File: src/rtl/hkvt_fifo.sv
// Two-entry queue used between the front and back and on the result side.
module hkvt_fifo #(
  parameter int W = 8
) (
  input  logic         clk,
  input  logic         rst,
  input  logic         push,
  input  logic [W-1:0] din,
  output logic         full,
  input  logic         pop,
  output logic [W-1:0] dout,
  output logic         empty
);

  logic [W-1:0] mem [2];
  logic [1:0]   count;
  logic         wp;
  logic         rp;
  logic         do_push;
  logic         do_pop;

  assign full    = (count == 2'd2);
  assign empty   = (count == 2'd0);
  assign do_push = push && !full;
  assign do_pop  = pop && !empty;
  assign dout    = mem[rp];

  always_ff @(posedge clk) begin
    if (rst) begin
      count <= 2'd0;
      wp    <= 1'b0;
      rp    <= 1'b0;
    end else begin
      if (do_push) wp <= ~wp;
      if (do_pop) rp <= ~rp;
      count <= count + {1'b0, do_push} - {1'b0, do_pop};
    end
  end

  always_ff @(posedge clk) begin
    if (do_push) mem[wp] <= din;
  end

endmodule

File: config.mk
export PLATFORM = sky130hd
export DESIGN_NAME = hkvt_fifo
export DESIGN_NICKNAME = d
export VERILOG_FILES = /design/src/rtl/hkvt_fifo.sv
export SDC_FILE = /design/constraint.sdc
export NUM_CORES = 1
export LEC_CHECK = 0
export BUFFER_PORTS_ARGS = -buffer_cell sky130_fd_sc_hd__buf_2
export CORE_MARGIN = 3
export CORE_UTILIZATION = 29
export CTS_CLUSTER_SIZE = 24
export DETAILED_ROUTE_END_ITERATION = 10
export PLACE_DENSITY = 0.58
export RECOVER_POWER = 100
export REMOVE_ABC_BUFFERS = 1
export SLEW_MARGIN = 10
export SYNTH_ARGS = -nofsm -noshare
export SYNTH_HDL_FRONTEND = slang
export SYNTH_SLANG_ARGS = --single-unit
File: constraint.sdc
create_clock -name clk -period 1.62 [get_ports clk]
set_input_delay 0.324 -clock clk [delete_from_list [all_inputs] [get_ports clk]]
set_output_delay 0.324 -clock clk [all_outputs]
set_load 0.005 [all_outputs]
Yosys cells after proc, flatten, opt, wreduce, memory -nomap -nowiden
Memory sizes are Yosys's and may differ from the RTL's. A register that Yosys moved wholly into a read port is not among the register bits.
Cells that the tools add are included.
- flip-flop bits (word level): 4
- latch bits: 0
- RAM bits: 16
- memory bits (read-only): 0
- memories: 1
- memories (memory ; depth ; width ; rd ports ; clocked after memory_dff ; write ports ; line ; RTL):
    mem ; 2 ; 8 ; 1 ; 1 ; 1 ; 15 ; logic [W-1:0] mem [2];
- add/subtract/negate cells: 2
- multiply operators: 0
- div/mod/pow operators: 0
- $lt $le $gt $ge: 0
- equal/unequal tests: 1
- shifts and indexed selects: 0
- muxes and demuxes: 4
- bitwise gates (word level): 2
- reduce and logical (&&, ||, !) cells: 5
- operators by type and width (operator ; count):
    1-bit 2-to-1 mux ; 4
    2-bit by 1-bit adder with 2-bit output ; 1
    2-bit == test (second input constant) ; 1
    1-bit logical AND ; 2
    1-bit zero test ; 2
    2-bit zero test ; 1
    1-bit NOT ; 2
    2-bit by 1-bit subtractor with 2-bit output ; 1

Depth between registers and ports, before layout
- depth in word-level cells: 5
- mapped depth: 8

Worst setup path before layout
No wires, ideal clock.
- path kind: register -> register
- start point: register count[1]
- end point: register count[1]
- library setup time: 0.078 ns
- arrival: 1.396 ns
- required time: 1.542 ns
- path slack: 0.146 ns
- stages on the path, launching flop included: 8
- clock period less this slack: 1.474 ns
- cells stage by stage: dfxtp_1 o21a_2 ha_1 inv_1 ha_1 xor2_1 and2_1 nor3_1
- elaborated cells on any way between the ends: 8
- classes of those cells: 2 x add/sub; 1 x eq/ne; 5 x reduce/logical
- RTL lines (what ; line ; RTL):
    start: declaration ; 16 ; logic [1:0] count;
    start signal: assignment ; 36 ; count <= count + {1'b0, do_push} - {1'b0, do_pop};
    2-bit zero test ; 23 ; assign empty = (count == 2'd0);
    1-bit zero test ; 25 ; assign do_pop = pop && !empty;
    1-bit logical AND ; 25 ;
    net do_pop ; 20 ; logic do_pop;
    2-bit by 1-bit subtractor with 2-bit output ; 36 ;
The timed path passes the listed nets, and every way through them passes these cells.
A chain may end at the register's enable or synchronous reset.

Worst setup path after layout
Ends and elaborated chain as after synthesis.

==> impl_metrics.json <==
{
  "p_per_area_nw_per_um2": 1440,
  "h-tree-depth": 1,
  "hold_violations": 0,
  "grt_pass1_vias": 468,
  "vias_per_cell": 4.33,
  "min_period_ps": 1540,
  "regToRegSetupSlack_ps": 80,
  "tightest_slew_ps": 403,
  "pin_count": 22,
  "dieArea_um2": 3470,
  "worstPathMaxFanout": 5,
  "postCtsSetupRepairBufs": 0,
  "path_cells": "o21a_2 > ha_1 > inv_1 > ha_1 > xor2_1 > and2_1 > nor3_1",
  "overflow": 0,
  "timing.fmax_mhz": 650,
  "start_kind": "flip-flop",
  "routed_wl_um": 1280,
  "clock_latency_ps": 290,
  "drt-pass1-iter-count": 2,
  "ctsLongestPathBuffers": 2,
  "die_h_um": 58.9,
  "ctsHoldBuffers": 0,
  "ys_types": 21,
  "antenna_found_initial": 0,
  "placed_area_um2": 948,
  "critPathKind": "reg -> reg",
  "antenna_cells": 0,
  "start_util": 0.316,
  "layout_common_cells": "edfxtp_1 (16), buf_2 (13), clkbuf_1 (8)",
  "slew_headroom": 0.731,
  "cts_root_buf": "clkbuf_4",
  "cts_inserted_buffers": 3,
  "layout_commonest_cell": "edfxtp_1",
  "row_count": 18,
  "drive_gt1_frac": 0.329,
  "hold_path.class": "in -> reg",
  "grtUsageTotal": 0.0808,
  "irDropWorstVdd_uv": 599,
  "drcViolationCount": 0,
  "slowest_delay_ps": 360,
  "syn_area_per_cell_um2": 15.6,
  "total_power_mw": 1.40,
  "final_area_um2": 971,
  "nets": 91,
  "synth_seq_area_share": 0.716,
  "critPathBufInv": 1,
  "report.final.slew_viol_count": 0,
  "netlist_instances": 52,
  "arrival_ps": 1750,
  "outcome": "completed",
  "worst_path_max_delay_cell": "dfxtp_2",
  "cp-end-kind": "flip-flop",
  "ys_warn_count": 0,
  "ant_nets": 0,
  "drv_cap": 0,
  "cellLeakagePower_nw": 0.388,
  "cts_tree": "built",
  "drtIter0Drc": 8,
  "nFillCells": 278,
  "vias": 459,
  "rsz0062_at_grt": "true",
  "fp.dieW_um": 58.9,
  "fin_skew_ps": 6.79,
  "core_um2": 2570,
  "numPortBuffers": 21,
  "setup_viol": 0,
  "grt_max_degree": 13,
  "gp_congestion": 0.646,
  "place_inst": 102,
  "wl_per_cell_um": 12.1,
  "clk_pin_slew_ps": 110,
  "period_share": 0.950,
  "syn_area_um2": 811,
  "utilization": 0.378,
  "area_growth_pct": 19.8,
  "grt_pass1_wl_um": 2020,
  "cp_common_cell": "ha_1",
  "place_hpwl_um": 965,
  "final_cells": 106,
  "synth-seq-cells": 21,
  "cp.required_ps": 1830,
  "setup_tns_ps": 0,
  "cts.sinks": 21,
  "critPathTopFamily": "adder cells"
}
sequential cells by signal, indices dropped and copies added (netlist names), named ones only:
register,count
count,2
rp,1
wp,1
mem,16
worst paths after layout:
check | cells after the start | end | start
setup reg to reg | 7 | count[1] | count[1]
hold / removal | 1 | mem[0][6] | din[6]
hold reg to reg | 2 | wp | wp
setup / recovery | 7 | count[1] | count[1]
cell families (layout without fill, tap and decap cells):
| logic type | after synthesis | count (layout) | synth area share |
|---|---|---|---|
| fa+ha+maj | 2 | 2 | 0.0309 |
| xor+xnor | 2 | 2 | 0.0216 |
| simple gates | 11 | 11 | 0.0725 |
| compound gates | 3 | 3 | 0.0231 |
| mux | 8 | 8 | 0.111 |
| buf+inv | 5 | 29 | 0.0247 |
| flops | 21 | 21 | 0.716 |
report_power, final:
| part | switching (mW) | internal [mW] |
|---|---|---|
| clock | 0.144 | 0.0916 |
| combinational | 0.179 | 0.206 |
| sequential | 0.0724 | 0.707 |
cell type report:
cell class                      count  area (um^2)  area share
Clock buffer                        3         22.5      0.0232
Tap cell                           30         37.5      0.0387
Multi-Input combinational cell     26          209       0.215
Sequential cell                    21          587       0.604
Timing Repair Buffer               21         95.1      0.0979
Clock inverter                      1         5.00     0.00515
Inverter                            4         15.0      0.0155
synthesized netlist by cell type:
cell type	count	area share
nand2b_2	1	0.011
and2_1	1	0.0077
buf_2	1	0.0062
dfxtp_1	5	0.12
mux2_2	3	0.042
xnor2_1	1	0.011
edfxtp_1	16	0.59
inv_1	3	0.014
a21oi_1	1	0.0062
nand2_1	1	0.0046
nor2b_1	1	0.0077
o21ai_0	1	0.0062
inv_2	1	0.0046
o21a_2	1	0.011
mux2_1	5	0.069
xor2_1	1	0.011
nor2_1	4	0.019
or3_1	1	0.0077
and3_2	1	0.0093
ha_1	2	0.031
nor3_1	1	0.0062
per-layer routing:
layer,routed length [um],track usage,share of wire
met1,545,0.101,0.42
met2,619,0.126,0.48
met3,118,0.0329,0.092
met4,0,0.0291,0
met5,0,0,0
through the flow:
stage	setup WS [ps]	hold WS (ps)
2_1_floorplan	146	393
3_3_place_gp	98.1	472
3_5_place_dp	66.1	482
4_1_cts	28.3	206
5_1_grt	-10.6	193
6_report	81.1	219
what timing repair did:
item / in CTS / in global routing
setup endpoints to repair: 8 / 8
resized for setup: 1 / 3
endpoints found under the hold margin: 0 / 0
No activity file was read; power rests on OpenSTA's default activity.
