--- src/rtl/hkvt_pkg.sv ---
// Shared types and constants of the hashed key-value table.
package hkvt_pkg;

  localparam logic [1:0] CMD_PUT    = 2'd0;
  localparam logic [1:0] CMD_GET    = 2'd1;
  localparam logic [1:0] CMD_REMOVE = 2'd2;

  localparam logic [63:0] HASH_MULT  = 64'hff51afd7ed558ccd;
  localparam int          HASH_SHIFT = 33;

  localparam int         CFG_BITS  = 9;
  localparam logic [8:0] CFG_RESET = 9'd256;

  typedef struct packed {
    logic [1:0]  cmd;
    logic [63:0] key;
    logic [63:0] value;
  } req_t;

  typedef struct packed {
    logic        status;
    logic        found;
    logic [63:0] value_out;
  } rsp_t;

endpackage

--- src/rtl/hkvt_front.sv ---
// Front end: takes requests, hashes the key and reduces it to a bucket index.
module hkvt_front #(
  parameter int BUCKETS = 256,
  parameter int BW      = 8
) (
  input  logic           clk,
  input  logic           rst,
  input  logic           push,
  output logic           full,
  input  hkvt_pkg::req_t req,
  input  logic [8:0]     num_buckets,
  output logic           out_valid,
  input  logic           out_ready,
  output hkvt_pkg::req_t out_req,
  output logic [BW-1:0]  out_bucket
);
  import hkvt_pkg::*;

  typedef enum logic [6:0] {
    F_IDLE = 7'b0000001,
    F_MUL0 = 7'b0000010,
    F_MUL1 = 7'b0000100,
    F_MUL2 = 7'b0001000,
    F_FOLD = 7'b0010000,
    F_MOD  = 7'b0100000,
    F_DONE = 7'b1000000
  } fstate_t;

  fstate_t     state;
  req_t        cur;
  logic [63:0] x;
  logic [63:0] p0;
  logic [31:0] hi;
  logic [8:0]  rem;
  logic [2:0]  cnt;

  logic [31:0] mul_a;
  logic [31:0] mul_b;
  logic [63:0] mul_p;
  logic [63:0] hsum;
  logic [8:0]  eff_n;
  logic [8:0]  rem_next;

  assign full       = (state != F_IDLE);
  assign out_valid  = (state == F_DONE);
  assign out_req    = cur;
  assign out_bucket = BW'(rem);

  always_comb begin
    if (num_buckets == 9'd0) eff_n = 9'd1;
    else if (32'(num_buckets) > BUCKETS) eff_n = 9'(BUCKETS);
    else eff_n = num_buckets;
  end

  // one shared 32x32 multiplier, low 64 bits of x * HASH_MULT over three steps
  always_comb begin
    mul_a = x[31:0];
    mul_b = HASH_MULT[31:0];
    case (state)
      F_MUL1:  mul_b = HASH_MULT[63:32];
      F_MUL2:  mul_a = x[63:32];
      default: ;
    endcase
  end

  assign mul_p = mul_a * mul_b;
  assign hsum  = p0 + {hi, 32'd0};

  // one byte of the hash per cycle into the running remainder
  always_comb begin
    logic [9:0] t;
    t = {1'b0, rem};
    for (int i = 0; i < 8; i++) begin
      t = {t[8:0], x[63-i]};
      if (t >= {1'b0, eff_n}) t = t - {1'b0, eff_n};
    end
    rem_next = t[8:0];
  end

  always_ff @(posedge clk) begin
    if (rst) begin
      state <= F_IDLE;
      cnt   <= 3'd0;
    end else begin
      case (state)
        F_IDLE:  if (push) state <= F_MUL0;
        F_MUL0:  state <= F_MUL1;
        F_MUL1:  state <= F_MUL2;
        F_MUL2:  state <= F_FOLD;
        F_FOLD: begin
          state <= F_MOD;
          cnt   <= 3'd0;
        end
        F_MOD: begin
          cnt <= cnt + 3'd1;
          if (cnt == 3'd7) state <= F_DONE;
        end
        F_DONE:  if (out_ready) state <= F_IDLE;
        default: state <= F_IDLE;
      endcase
    end
  end

  always_ff @(posedge clk) begin
    case (state)
      F_IDLE: begin
        if (push) begin
          cur <= req;
          x   <= req.key ^ (req.key >> HASH_SHIFT);
        end
      end
      F_MUL0: p0 <= mul_p;
      F_MUL1: hi <= mul_p[31:0];
      F_MUL2: hi <= hi + mul_p[31:0];
      F_FOLD: begin
        x   <= hsum ^ (hsum >> HASH_SHIFT);
        rem <= 9'd0;
      end
      F_MOD: begin
        x   <= {x[55:0], 8'd0};
        rem <= rem_next;
      end
      default: ;
    endcase
  end

endmodule

--- config.mk ---
export PLATFORM = sky130hd
export DESIGN_NAME = hkvt_front
export DESIGN_NICKNAME = d
export VERILOG_FILES = /design/src/rtl/hkvt_pkg.sv /design/src/rtl/hkvt_front.sv
export SDC_FILE = /design/constraint.sdc
export NUM_CORES = 2
export LEC_CHECK = 0
export BUFFER_PORTS_ARGS = -buffer_cell sky130_fd_sc_hd__buf_2
export CORE_ASPECT_RATIO = 1.2
export CORE_MARGIN = 2
export CORE_UTILIZATION = 60
export DETAILED_ROUTE_END_ITERATION = 8
export GPL_TIMING_DRIVEN = 0
export HOLD_SLACK_MARGIN = 0.02
export PLACE_DENSITY = 0.86
export SLEW_MARGIN = 20
export SYNTH_ARGS = -nofsm -noshare
export SYNTH_HDL_FRONTEND = slang
export SYNTH_SLANG_ARGS = --single-unit
--- constraint.sdc ---
create_clock -name clk -period 23.7 [get_ports clk]
set_input_delay 3.555 -clock clk [delete_from_list [all_inputs] [get_ports clk]]
set_output_delay 3.555 -clock clk [all_outputs]
set_load 0.05 [all_outputs]
-- After elaboration in Yosys (flattened, before gate mapping)
Cells that the tools add are included.
- $add $sub $neg: 11
- $mul: 1
- div/mod/pow operators: 0
- order comparisons: 9
- equal/unequal tests: 12
- shift operators: 0
- mux-type cells: 21
- bitwise logic cells: 2
- reductions and logical operators: 7
- operator list (kind ; count):
    one-hot mux 64 bit (3 select lines) ; 1
    bitwise XOR 64 x 31 -> 64 bit ; 2
    two-way mux 9 bit ; 10
    >= comparator 10 x 9 -> 1 bit ; 8
    subtractor 9 bit ; 8
    adder 64 bit ; 1
    multiplier 32 x 32 -> 64 bit ; 1
    two-way mux 64 bit ; 1
    one-hot mux 32 bit (2 select lines) ; 1
    one-hot mux 7 bit (7 select lines) ; 1
    adder 32 bit ; 1
    two-way mux 32 bit ; 1
    two-way mux 29 bit ; 1
    two-way mux 7 bit ; 3
    one-hot mux 9 bit (2 select lines) ; 1
    > comparator 9 bit (second input constant) ; 1
    logical NOT 9 bit ; 1
    == test 7 x 1 -> 1 bit (second input constant) ; 1
    == test 7 x 2 -> 1 bit (second input constant) ; 1
    == test 7 x 3 -> 1 bit (second input constant) ; 1
    == test 7 x 4 -> 1 bit (second input constant) ; 1
    == test 7 x 5 -> 1 bit (second input constant) ; 1
    == test 7 x 6 -> 1 bit (second input constant) ; 1
    == test 7 bit (second input constant) ; 1
    10 further kinds ; 13
- register bits after elaboration: 309
- bits in latches: 0
- RAM bits: 0
- memory bits (read-only): 0
- bits of input ports: 143
- output and inout port bits: 140
- logic and storage cells: 72
- memories kept: 0

-- Longest topological paths before layout
- depth after elaboration: 20
- gate-level depth with buffers: 85
- mapped depth without buffers: 81

-- Worst setup path before layout
OpenSTA, ideal clock, no wires.
- kind: input -> register
- start: in num_buckets[4]
- end: reg rem[0] (data pin)
- setup time: 255 ps
- arrival time: 20500 ps
- required time: 23445 ps
- setup slack: 2945 ps
- stages: 75
- buffers on the path: 6
- cell sequence: nor4_1 a21oi_1 nor2_1 ha_1 inv_1 fa_1 a211o_1 a211oi_1 o21a_2 nand2_1 mux2_2 ha_1 nand3_1 a31oi_1 o31a_1 a311o_1 buf_6 buf_2 [... 39 more ...] ha_1 a21o_1 a21o_1 a221oi_1 o21ai_0 a21oi_1 nand2_1 mux2i_4 mux2i_1 fa_1 a21o_1 a21oi_1 o21ai_0 nor2_1 o21a_1 buf_1 nand3_1 and3_1
- cells in the longest elaborated chain, start to end: 20
- elaborated cells between the ends (all ways): 29
- classes of those cells: add/sub (8); order compare (9); mux (11); reduce/logical (1)
- ends and longest elaborated chain (element ; line ; RTL):
    from (decl) ; hkvt_front.sv:11 ; input logic [8:0] num_buckets,
    > comparator 9 bit ; hkvt_front.sv:51 ; else if (32'(num_buckets) > BUCKETS) eff_n = 9'(BUCKETS);
    two-way mux 9 bit ; hkvt_front.sv:51 ;
    two-way mux 9 bit * ; hkvt_front.sv:50 ; if (num_buckets == 9'd0) eff_n = 9'd1;
    subtractor 9 bit or >= comparator 10 x 9 -> 1 bit (tied branches) ; hkvt_front.sv:75 ; if (t >= {1'b0, eff_n}) t = t - {1'b0, eff_n};
    two-way mux 9 bit ; hkvt_front.sv:75 ;
    subtractor 9 bit or >= comparator 10 x 9 -> 1 bit (tied branches) ; hkvt_front.sv:75 ;
    two-way mux 9 bit ; hkvt_front.sv:75 ;
    subtractor 9 bit or >= comparator 10 x 9 -> 1 bit (tied branches) ; hkvt_front.sv:75 ;
    [... 4 more ...] ; -- ;
    two-way mux 9 bit ; hkvt_front.sv:75 ;
    subtractor 9 bit or >= comparator 10 x 9 -> 1 bit (tied branches) ; hkvt_front.sv:75 ;
    two-way mux 9 bit ; hkvt_front.sv:75 ;
    subtractor 9 bit or >= comparator 10 x 9 -> 1 bit (tied branches) ; hkvt_front.sv:75 ;
    two-way mux 9 bit ; hkvt_front.sv:75 ;
    >= comparator 10 x 9 -> 1 bit ; hkvt_front.sv:75 ;
    two-way mux 9 bit * ; hkvt_front.sv:75 ;
    one-hot mux 9 bit (2 select lines) * ; hkvt_front.sv:105 ; case (state)
    to (signal assigned) ; hkvt_front.sv:121 ; rem <= rem_next;
    to (decl) ; hkvt_front.sv:34 ; logic [8:0] rem;
Every way passes the cells marked *; elsewhere a longest branch is shown, timed or not.
A chain may end at the register's enable or synchronous reset.

-- Final worst setup path
Ends and elaborated chain as after synthesis.

==> results.md <==
- The count of final hold-check violations is 0.
- The detailed router's first-iteration violation count is 3164.
- The count of input and output buffers is 282.
- The post-synthesis compound-gate area fraction was 0.100.
- In the global route stage, met2 resource usage came out at 0.601.
- The total overflow left after global routing is 0.
- The pre-antenna-repair detailed-routing pass consisted of 6 iterations.
- The number of clock buffers inserted by TritonCTS is 28.
- The most common cell after layout, fill and taps aside is sky130_fd_sc_hd__inv_1.
- The die extent in y is 296 µm.
- The share of synthesized area spent on multiplexers is 0.0138.
- After synthesis the cells add up to 42500 µm².
- The post-detailed-route wirelength per cell is 24.7 µm.
- The most used routing layer is met2.
- For this design, the sink count on the clock tree is 309.
- The number of instances in the synthesized netlist is 4023.
- Of the total synthesized cell area, the portion taken by AND, OR, NAND and NOR gates is 0.0630.
- The mean instance size in the synthesized netlist is 10.6 µm².
- The setup violation total in the final timing report is 0.
- The number of distinct library cell variants in the gate-level netlist after synthesis is 89.
- The portion of the clock cycle consumed by the worst path in the final layout is 0.942.
- The arrival time reported for the critical path endpoint is 22.65 ns.
- The post-layout net count is 5698.
- The initial antenna violation count is 9.
- The count of yosys warnings during synthesis is 0.
- Entering global routing, the biggest net connects 62 pins.
- The global routing usage on met3 is 0.0787.
- The die width is 247 µm.
- The kind of critical path is in2reg.
- The largest fanout of any net on the critical path is 10.
- The number of max-slew violations in the final report was 0.
- TritonCTS built the clock tree.
- The flow ran to the end, and the final reports show no timing, DRC or antenna violations.
- The layout overhead on the synthesized area is 9.00%.
- The site row count is 106.
- In the routed layout, each cell is associated on average with a via count of 6.07.
- The library cells used most frequently in the layout, excluding fill and tap cells, are sky130_fd_sc_hd__inv_1 (898), sky130_fd_sc_hd__fa_1 (652), sky130_fd_sc_hd__ha_1 (558).
- In this run the worst hold path is classified as reg2reg.
- The endpoint kind of the worst setup timing path is a flop.
- Measured on the finished design, the core utilization comes to 0.663.
- STA classifies the critical path startpoint as an input pin.
- The total die area is 73000 µm².
- The post-detailed-route count of antenna-violating nets is 0.
- The cell sitting at the root of the clock tree is a sky130_fd_sc_hd__clkbuf_16.
- The standard cell with the maximum stage delay on the critical path is sky130_fd_sc_hd__fa_1.
- The total routing usage reported by global routing is 0.360.
- Timing would allow up to 0.0448 GHz.
- The clock transition at the registers of the reported paths is 0.07 ns.
- The starting density of the core is 0.608.
- By area, the combinational part of the netlist is dominated by adder cells.
- Of the synthesized area, sequential elements account for 0.216.
- The number of flops mapped to enable cells by yosys is 299.
- The adder-cell area share of the yosys netlist is 0.471.
- Of all flip-flops after synthesis, the portion carrying an async set or reset was 0.
- The required time of the worst setup path is 24.02 ns.
- After layout, the minimum clock period comes to 22.33 ns.
- The congestion estimate from routability-driven global placement came to 1.03.
- The share of layout cells above drive strength 1 is 0.0985.
- The number of H-tree branching levels is 1.
- The dominant register cell in the synthesized netlist is sky130_fd_sc_hd__edfxtp_1.
- In this run the deepest clock path goes through 3 buffers.
- The latest clock arrival within the worst-skew pair is 0.61 ns.
- The global routing usage on met1 is 0.403.
- The xor and xnor fraction of the mapped netlist area is 0.0470.
- The top-level I/O count is 283.
- The post-detailed-routing wire length is 131000 µm.
- Summed over all nets, the half-perimeter wirelength after detailed placement is 107000 µm.
- The tool flagged a number of max-cap violations equal to 0.
- The worst-margin pin slew is 1.22 ns.
- The global-route wire length before repair is 195000 µm.
- On the worst path, the slowest cell contributes a delay of 0.50 ns.
- The final routed DRC violation total is 0.
- The setup check on the worst reg-to-reg path leaves a slack of 4.51 ns.
- The register bit count reported by yosys is 309.
- The clock skew is 0.0399 ns.
- The via count of the first global-routing pass is 34179.
- The region available for standard cell placement spans 69900 µm².
- The count of vias placed by the detailed router is 32138.
- The worst pin sits at a relative slew slack of 0.181.
- The number of nets handed over by synthesis was 5376.
[worst paths after layout]
kind	startpoint	endpoint	cells past startpoint
worst min register to register	cnt[1]	cnt[1]	2
worst max-delay path	num_buckets[4]	rem[0]	77
worst max register to register	x[63]	rem[0]	74
worst min-delay path	cnt[1]	cnt[1]	2
[cells in the mapped netlist (all sizes together), types with 4 or more instances]
master / number / area share
a22oi: 58 / 0.010
nor2b: 26 / 0.0038
o2111ai: 8 / 0.0016
or3: 9 / 0.0013
a41oi: 4 / 0.00082
buf: 15 / 0.0024
or4: 4 / 0.00071
nand4: 32 / 0.0047
o221ai: 8 / 0.0016
edfxtp: 299 / 0.21
nor3b: 7 / 0.0012
inv: 899 / 0.079
a2111oi: 4 / 0.00082
o31a: 5 / 0.0010
nand2: 224 / 0.020
a211oi: 14 / 0.0026
ha: 558 / 0.16
o21bai: 27 / 0.0048
mux2: 26 / 0.0072
a211o: 4 / 0.0010
a21boi: 11 / 0.0019
nand3: 38 / 0.0045
dfxtp: 10 / 0.0047
o21ai: 162 / 0.019
o211ai: 8 / 0.0015
o22ai: 9 / 0.0013
o21a: 28 / 0.0050
o31ai: 12 / 0.0029
a21oi: 149 / 0.018
and2: 8 / 0.0012
a31oi: 12 / 0.0018
xnor2: 127 / 0.026
xor2: 101 / 0.021
nand2b: 28 / 0.0041
mux2i: 27 / 0.0067
clkbuf: 76 / 0.0067
and3: 19 / 0.0028
nor3: 23 / 0.0027
nor2: 146 / 0.013
fa: 652 / 0.31
a21o: 91 / 0.016
a31o: 5 / 0.0010
or2: 4 / 0.00059
[registers in the layout (all words and copies together), names as in the netlist]
name	count
cnt	3
hi	32
out_req	130
p0	64
rem	9
state	7
x	64
[cells by family after synthesis]
family	Yosys count
compound gates	650
xor+xnor	228
fa+ha+maj	1210
buf+inv	991
flops	309
mux	53
other cells	1
simple gates	581
[cell type report]
class                           count  area (µm²)
Multi-Input combinational cell   2723       29700
Fill cell                        5072       23600
Sequential cell                   309        9180
Inverter                          900        3380
Timing Repair Buffer              292        1580
Tap cell                          918        1150
Clock buffer                       34         723
Buffer                             91         389
Clock inverter                     18         248
Antenna cell                        6        15.0
[repair_timing]
action | CTS | global route
hold buffers | 0 | 0
setup buffers | 0 | 4
gates resized for setup | 1 | 9
endpoints found under the setup margin | 6 | 9
pin swaps | 0 | 2
[stage by stage]
stage	setup TNS [ns]	std cells	setup WS [ns]	cell area, µm²	hold slack, ns
after floorplan	0	4023	2.95	42500	0.470
after global placement	-2.39	5223	-0.298	45100	0.486
after detailed placement	-4.63	5229	-0.552	45200	0.494
after CTS	0	5281	0.242	46200	0.513
after global routing	-0.00201	5290	-0.00201	46300	0.538
final	0	5291	1.37	46300	0.507
[per-layer routing]
metal,share of wire,routed length (µm)
met5,0.00014,18
met4,0.094,12300
met3,0.10,13200
met2,0.47,61700
met1,0.33,43700
[worst max-delay path: cells and delay by family]
family | cells | cell delay [ns]
adder cells (fa/ha/maj) | 9 | 3.43
multiplexers | 6 | 2.01
AND/OR/NAND/NOR | 12 | 2.34
AO/OA/AOI/OAI | 40 | 9.22
buffers and inverters | 10 | 2.04
Power is not shown: default switching activity piles up to over one toggle a cycle in this logic, so the estimate is an artifact.
